**src/hdl/rpi_pkg.sv**
```systemverilog
// Shared types, constants and fixed-point helpers for the ray/polygon intersect block.
`timescale 1ns / 1ps
package rpi_pkg;

   localparam int FRAC_BITS   = 16;
   localparam int COORD_WIDTH = 32;
   localparam int TAG_WIDTH   = 16;
   localparam int IW          = COORD_WIDTH + 4;   // inner saturated width
   localparam int DW          = COORD_WIDTH + 1;   // coordinate difference width
   localparam int MW          = 2 * DW;            // full product width
   localparam int AW          = IW + 2;            // accumulator width
   localparam int CSR_IDX_W   = 3;

   typedef logic signed [COORD_WIDTH-1:0] coord_type;
   typedef logic signed [IW-1:0]          inner_type;
   typedef logic signed [DW-1:0]          diff_type;
   typedef logic signed [AW-1:0]          acc_type;

   localparam inner_type IMAX = {1'b0, {(IW-1){1'b1}}};
   localparam inner_type IMIN = {1'b1, {(IW-1){1'b0}}};
   localparam coord_type CMAX = {1'b0, {(COORD_WIDTH-1){1'b1}}};
   localparam coord_type CMIN = {1'b1, {(COORD_WIDTH-1){1'b0}}};

   typedef enum logic [1:0] {
      ACT_CLEAR  = 2'd0,
      ACT_HEADER = 2'd1,
      ACT_VERTEX = 2'd2,
      ACT_NONE   = 2'd3
   } action_type;

   typedef enum logic [CSR_IDX_W-1:0] {
      CSR_ORIGIN_X = 3'd0,
      CSR_ORIGIN_Y = 3'd1,
      CSR_ORIGIN_Z = 3'd2,
      CSR_DIR_X    = 3'd3,
      CSR_DIR_Y    = 3'd4,
      CSR_DIR_Z    = 3'd5
   } csr_index_type;

   typedef enum logic [1:0] {
      MUL_D = 2'd0,
      MUL_N = 2'd1,
      MUL_P = 2'd2
   } mul_mode_type;

   typedef enum logic [1:0] {
      EDGE_SKIP   = 2'd0,
      EDGE_TOGGLE = 2'd1,
      EDGE_SOLVE  = 2'd2
   } edge_kind_type;

   typedef enum logic [4:0] {
      S_IDLE, S_CLEAR, S_HEADER, S_SKIP, S_VERTEX,
      S_DOT_D, S_CHK_D, S_DOT_N, S_CHK_N, S_DIV_T, S_CHK_T, S_PT, S_FIRST_END,
      S_EDGE_EVAL, S_EDGE_MUL, S_EDGE_DIVST, S_EDGE_DIV, S_EDGE_SIDE,
      S_ADVANCE, S_RESP
   } state_type;

   typedef struct packed {
      logic         latch;
      logic         clear;
      logic         header;
      logic         load_first;
      mul_mode_type mul_mode;
      logic         mul_issue;
      logic         acc_take;
      logic         acc_clear;
      logic [1:0]   term;
      logic         chk_d;
      logic         chk_n;
      logic         chk_t;
      logic         set_live;
      logic         edge_sel;
      logic         edge_eval;
      logic         edge_mul;
      logic         edge_div_start;
      logic         edge_side;
      logic         advance;
      logic         commit;
   } cmd_type;

   typedef struct packed {
      logic          await_first;
      logic          live;
      logic          last;
      logic          d_pos;
      logic          n_nz;
      logic          t_ok;
      edge_kind_type edge_kind;
      logic          div_done;
      logic          rsp_busy;
   } stat_type;

   function automatic inner_type sat_inner(input acc_type x);
      if (x > AW'(IMAX)) return IMAX;
      else if (x < AW'(IMIN)) return IMIN;
      else return x[IW-1:0];
   endfunction

   function automatic coord_type sat_coord(input logic signed [IW:0] x);
      if (x > (IW+1)'(CMAX)) return CMAX;
      else if (x < (IW+1)'(CMIN)) return CMIN;
      else return x[COORD_WIDTH-1:0];
   endfunction

   // Values within one LSB of zero count as zero.
   function automatic inner_type squash(input inner_type x);
      if (x == '0 || x == IW'(1) || x == '1) return '0;
      else return x;
   endfunction

   // Turns an unsigned magnitude and a sign into a saturated signed inner value.
   function automatic inner_type to_inner(input logic [MW-1:0] m, input logic neg);
      logic [IW-1:0] low;
      low = {1'b0, m[IW-2:0]};
      if (|m[MW-1:IW-1]) return neg ? IMIN : IMAX;
      else return neg ? inner_type'(-low) : inner_type'(low);
   endfunction

   function automatic logic [DW-1:0] mag_diff(input diff_type x);
      return x[DW-1] ? DW'(-x) : DW'(x);
   endfunction

   function automatic logic [1:0] drop_a1(input logic [1:0] ap);
      return (ap == 2'd0) ? 2'd1 : 2'd0;
   endfunction

   function automatic logic [1:0] drop_a2(input logic [1:0] ap);
      return (ap == 2'd2) ? 2'd1 : 2'd2;
   endfunction

endpackage

```
**src/hdl/rpi_ctrl.sv**
```systemverilog
// Sequencing state machine for header, clear and vertex requests.
`timescale 1ns / 1ps
module rpi_ctrl (
   input  logic              clock,
   input  logic              reset,
   input  logic              req_valid,
   input  logic [1:0]        req_action,
   output logic              req_ready,
   input  rpi_pkg::stat_type stat,
   output rpi_pkg::cmd_type  cmd
);
   import rpi_pkg::*;

   state_type  state_ff, state_in;
   logic [1:0] cnt_ff, cnt_in;
   logic       sel_ff, sel_in;
   logic       is_seq;

   assign is_seq = (state_ff == S_DOT_D) || (state_ff == S_DOT_N) || (state_ff == S_PT);

   always_ff @(posedge clock) begin
      if (reset) begin
         state_ff <= S_IDLE;
         cnt_ff   <= '0;
         sel_ff   <= 1'b0;
      end else begin
         state_ff <= state_in;
         cnt_ff   <= cnt_in;
         sel_ff   <= sel_in;
      end
   end

   always_comb begin
      state_in = state_ff;
      sel_in   = sel_ff;
      cnt_in   = (is_seq && cnt_ff != 2'd3) ? cnt_ff + 2'd1 : 2'd0;
      unique case (state_ff)
         S_IDLE: begin
            if (req_valid) begin
               unique case (action_type'(req_action))
                  ACT_CLEAR:  state_in = S_CLEAR;
                  ACT_HEADER: state_in = S_HEADER;
                  ACT_VERTEX: state_in = S_VERTEX;
                  default:    state_in = S_SKIP;
               endcase
            end
         end
         S_CLEAR, S_HEADER, S_SKIP: state_in = S_IDLE;
         S_VERTEX: begin
            if (stat.await_first) state_in = S_DOT_D;
            else if (stat.live) begin
               state_in = S_EDGE_EVAL;
               sel_in   = 1'b0;
            end else state_in = S_ADVANCE;
         end
         S_DOT_D: if (cnt_ff == 2'd3) state_in = S_CHK_D;
         S_CHK_D: state_in = stat.d_pos ? S_DOT_N : S_FIRST_END;
         S_DOT_N: if (cnt_ff == 2'd3) state_in = S_CHK_N;
         S_CHK_N: state_in = stat.n_nz ? S_DIV_T : S_FIRST_END;
         S_DIV_T: if (stat.div_done) state_in = S_CHK_T;
         S_CHK_T: state_in = stat.t_ok ? S_PT : S_FIRST_END;
         S_PT:    if (cnt_ff == 2'd3) state_in = S_FIRST_END;
         S_FIRST_END: state_in = stat.last ? S_RESP : S_IDLE;
         S_EDGE_EVAL: begin
            if (stat.edge_kind == EDGE_SOLVE) state_in = S_EDGE_MUL;
            else state_in = sel_ff ? S_RESP : S_ADVANCE;
         end
         S_EDGE_MUL:   state_in = S_EDGE_DIVST;
         S_EDGE_DIVST: state_in = S_EDGE_DIV;
         S_EDGE_DIV:   if (stat.div_done) state_in = S_EDGE_SIDE;
         S_EDGE_SIDE:  state_in = sel_ff ? S_RESP : S_ADVANCE;
         S_ADVANCE: begin
            if (!stat.last) state_in = S_IDLE;
            else if (stat.live) begin
               state_in = S_EDGE_EVAL;
               sel_in   = 1'b1;
            end else state_in = S_RESP;
         end
         S_RESP: if (!stat.rsp_busy) state_in = S_IDLE;
         default: state_in = S_IDLE;
      endcase
   end

   always_comb begin
      cmd          = '0;
      cmd.term     = cnt_ff;
      cmd.edge_sel = sel_ff;
      req_ready    = 1'b0;
      unique case (state_ff)
         S_IDLE: begin
            req_ready = 1'b1;
            cmd.latch = req_valid;
         end
         S_CLEAR:  cmd.clear = 1'b1;
         S_HEADER: cmd.header = 1'b1;
         S_VERTEX: cmd.load_first = stat.await_first;
         S_DOT_D, S_DOT_N, S_PT: begin
            cmd.mul_mode  = (state_ff == S_DOT_D) ? MUL_D :
                            (state_ff == S_DOT_N) ? MUL_N : MUL_P;
            cmd.mul_issue = cnt_ff != 2'd3;
            cmd.acc_take  = cnt_ff != 2'd0;
            cmd.acc_clear = cnt_ff == 2'd0;
            cmd.set_live  = (state_ff == S_PT) && (cnt_ff == 2'd3);
         end
         S_CHK_D:      cmd.chk_d = 1'b1;
         S_CHK_N:      cmd.chk_n = 1'b1;
         S_CHK_T:      cmd.chk_t = 1'b1;
         S_EDGE_EVAL:  cmd.edge_eval = 1'b1;
         S_EDGE_MUL:   cmd.edge_mul = 1'b1;
         S_EDGE_DIVST: cmd.edge_div_start = 1'b1;
         S_EDGE_SIDE:  cmd.edge_side = 1'b1;
         S_ADVANCE:    cmd.advance = 1'b1;
         S_RESP:       cmd.commit = !stat.rsp_busy;
         default: ;
      endcase
   end

endmodule

```
**config.mk**
```make
export PLATFORM = sky130hd
export DESIGN_NAME = rpi_ctrl
export DESIGN_NICKNAME = d
export VERILOG_FILES = /design/src/hdl/rpi_pkg.sv /design/src/hdl/rpi_ctrl.sv
export SDC_FILE = /design/constraint.sdc
export NUM_CORES = 1
export LEC_CHECK = 0
export BUFFER_PORTS_ARGS = -buffer_cell sky130_fd_sc_hd__buf_2
export CAP_MARGIN = 20
export CORE_MARGIN = 10
export CORE_UTILIZATION = 48
export CTS_CLUSTER_DIAMETER = 60
export DETAILED_ROUTE_END_ITERATION = 10
export HOLD_SLACK_MARGIN = 0.06
export PLACE_DENSITY = 0.89
export SKIP_LAST_GASP = 1
export SLEW_MARGIN = 10
export SYNTH_ARGS = -nofsm -noshare
export SYNTH_HDL_FRONTEND = slang
export SYNTH_SLANG_ARGS = --single-unit
```
**constraint.sdc**
```tcl
create_clock -name clock -period 2.2 [get_ports clock]
set_input_delay 0.55 -clock clock [delete_from_list [all_inputs] [get_ports clock]]
set_output_delay 0.55 -clock clock [all_outputs]
set_load 0.005 [all_outputs]
```
==> results.sh <==
export IMPL_outcome="completed"
export IMPL_slowest_stage="or3b_2"
export IMPL_peakVddDrop_v=0.0003683
export IMPL_rsz0062_at_grt="yes"
export IMPL_ys_seq_area_share_pct=16.28
export IMPL_n_antenna_cell=0
export IMPL_yosysUniqueCellTypes=42
export IMPL_final_nets=204
export IMPL_clock_sinks=8
export IMPL_cts_resized=3
export IMPL_hold_viol=0
export IMPL_worstSetupStartpoint="state_ff[3]"
export IMPL_synth_compound_area_share_pct=19.85
export IMPL_cp_data_arrival_time_ns=1.54
export IMPL_post_place_cells=206
export IMPL_power_total_uw=1056
export IMPL_drc=0
export IMPL_synth_mux_area_share_pct=0
export IMPL_vias=1249
export IMPL_cp_cell_sequence="or3b_2 -> nor2_1 -> buf_2"
export IMPL_avgViaCountPerCell=5.976
export IMPL_worst_slew_pin_slew_ns=0.4309
export IMPL_worst_setup_path_type="flip-flop to output port"
export IMPL_rows=16
export IMPL_report_final_slew_viol_count=0
export IMPL_cp_max_fo=14
export IMPL_tns_ns=0
export IMPL_drt_initial_drc_count=82
export IMPL_rr_endpoint="state_ff[2]"
export IMPL_p_per_area_mw_per_mm2=858.8
export IMPL_drive_gt1_share_pct=31.32
export IMPL_utilization_pct=62.69
export IMPL_fmaxAchievable_ghz=0.4776
export IMPL_path_delay_family="simple AND/OR/NAND/NOR gates"
export IMPL_r2r_start="state_ff[3]"
export IMPL_detail_route_first_pass_iterations=4
export IMPL_drt_wl_total_mm=3.209
export IMPL_cts_tree="yes"
export IMPL_ys_seq_elements=8
export IMPL_period_share_pct=95.17
export IMPL_io_pins=38
export IMPL_grt_max_degree=17
export IMPL_slowest_delay_ns=0.50
export IMPL_hold_buffers=0
export IMPL_syn_inst=148
export IMPL_reg2reg_slack_ns=0.27
export IMPL_crit_path_start_kind="flip-flop"
export IMPL_hold_class="flip-flop to flip-flop"
export IMPL_instances_no_fill=209
export IMPL_relSlewSlack_pct=71.23
export IMPL_worst_path_stages=3
export IMPL_cts_buffers_inserted=3
export IMPL_grtUsageTotal_pct=14.16
export IMPL_fp_dieH_um=65.27
export IMPL_hold_ws_ns=0.4756
export IMPL_wire_per_inst_um=15.35
export IMPL_syn_cell_area_sq_um=983.4
export IMPL_yosys_area_share_simple_pct=44.78
export IMPL_initial_core_util_pct=50.13
export IMPL_reg2reg_depth=6
export IMPL_cts_htree_levels=1
export IMPL_grt_pass1_vias=1149
export IMPL_post_cts_buffers=0
export IMPL_syn_nets=168
export IMPL_cts_reportedPaths_clkPinSlew_ns=0.06
export IMPL_power_leakage_uw=0.0006023
export IMPL_gp_congestion=1.086
export IMPL_fp_dieW_um=65.27
export IMPL_synthToLayoutAreaGrowth_pct=25.06
export IMPL_endpoint="cmd[9]"
export IMPL_synth_adder_area_share_pct=7.379
export IMPL_path_buf_inv=1
export IMPL_insertion_delay_ns=0.25
export IMPL_hpwl_mm=2.576
export IMPL_fin_skew_ns=0.005766
export IMPL_yosys_area_share_xor_xnor_pct=0.8906
export IMPL_cts_root_buffer="clkbuf_4"
export IMPL_io_buffers=37
export IMPL_core_area_sq_mm=0.001962
export IMPL_final_cell_mix="buf_2, nor2_1, nand2_1"
export IMPL_finalSetupViolCount=0
export IMPL_ant_nets=0
export IMPL_min_period_ns=2.094
export IMPL_grt_overflow=0
export IMPL_critical_path_required_ns=1.65
export IMPL_grt_pass1_wl_mm=5.037
export IMPL_yosysTopAreaCell="dfxtp_1"
export IMPL_cp_end_kind="output port"
export IMPL_cap_violations=0
export IMPL_synth_top_family_by_area="simple AND/OR/NAND/NOR gates"
export IMPL_synth_top_cell_area_share_pct=16.28
export IMPL_clockBufferDepth=2
export IMPL_final_common_cell="buf_2"
export IMPL_design_die_area_sq_mm=0.004260
export IMPL_synth_avg_cell_area_sq_um=6.645
export IMPL_antenna_found_initial=0
export IMPL_yosysWarnings=0
export IMPL_synthTopCellsByArea="dfxtp_1, nor2_1, ha_1"
worst reg2reg max path, stage by stage, from the launching register on:
cell	delay [ns]
dfxtp_2	0.40
clkinv_1	0.20
nor2_1	0.09
and3_1	0.17
or3_1	0.38
or3_1	0.38
a22o_1	0.20
metal layers:
layer	part of all wire [%]	wire (um)	up-vias	GRT usage [%]
li1	-	-	587	-
met1	38	1219	573	15.97
met2	48	1531	80	24.39
met3	13	409	9	5.763
met4	1.5	48	0	2.941
met5	0	0	-	0
flip-flops by register name, indices dropped and copies added (netlist names):
register / flops
sel_ff: 1
cnt_ff: 2
state_ff: 5
synthesized netlist by cell type:
library cell,count
nor2b_1,6
nor3_1,8
maj3_1,1
or3_1,5
nor4b_1,1
nand2b_1,8
xor2_1,1
dfxtp_1,8
nor3_2,1
ha_1,5
buf_6,1
or3b_2,1
nand2_1,13
clkinv_1,1
o221ai_1,1
o31ai_1,1
and4b_1,1
inv_1,7
nand4_1,3
o211ai_1,2
a211o_1,2
nand3_1,4
buf_4,3
o21ai_0,7
buf_2,4
a21oi_1,9
a22o_1,3
nor2_1,18
nand3b_1,1
nor4bb_1,2
inv_2,1
clkbuf_1,5
and2_1,1
o41ai_1,1
o22ai_1,1
nor3b_1,2
o32ai_1,1
or3b_1,1
or2_2,1
a211oi_1,1
a32oi_1,1
and3_1,4
how the worst min path moves through the flow:
stage / from / endpoint / slack, ns / depth (start not counted)
finish: cnt_ff[0] / cnt_ff[0] / 0.48 / 1
floorplan: sel_ff / sel_ff / 0.45 / 2
detailed placement: cnt_ff[0] / cnt_ff[0] / 0.48 / 1
CTS: cnt_ff[0] / cnt_ff[0] / 0.48 / 1
global placement: cnt_ff[0] / cnt_ff[0] / 0.47 / 1
global route: cnt_ff[0] / cnt_ff[0] / 0.50 / 1
cell families (layout without fill, tap and decap cells):
family          Yosys count  after routing
fa+ha+maj                 6              6
flops                     8              8
simple gates             81             81
buf+inv                  22             56
compound gates           30             30
xor+xnor                  1              1
metrics by stage:
step / worst slack (ns) / area (sq um)
floorplan: 0.4229 / 983.4
CTS: -0.02981 / 1221
finish: 0.1063 / 1230
global route: -0.07521 / 1230
detailed placement: 0.006978 / 1182
global placement: 0.09652 / 1182
cell type report:
type	instances	area [sq um]
multi-input cells	118	737.0
fillers	194	732.0
repair buffers	44	237.7
flip-flops and latches	8	165.2
inverters	9	33.78
well taps	27	33.78
clock buffers	3	22.52
where the power goes:
| group | internal [uW] | total [uW] | switching, uW |
|---|---|---|---|
| registers | 177 | 280 | 103 |
| clock network | 62.2 | 109 | 46.9 |
| logic | 304 | 667 | 364 |
Note: power is estimated with default switching activity, not from simulation.
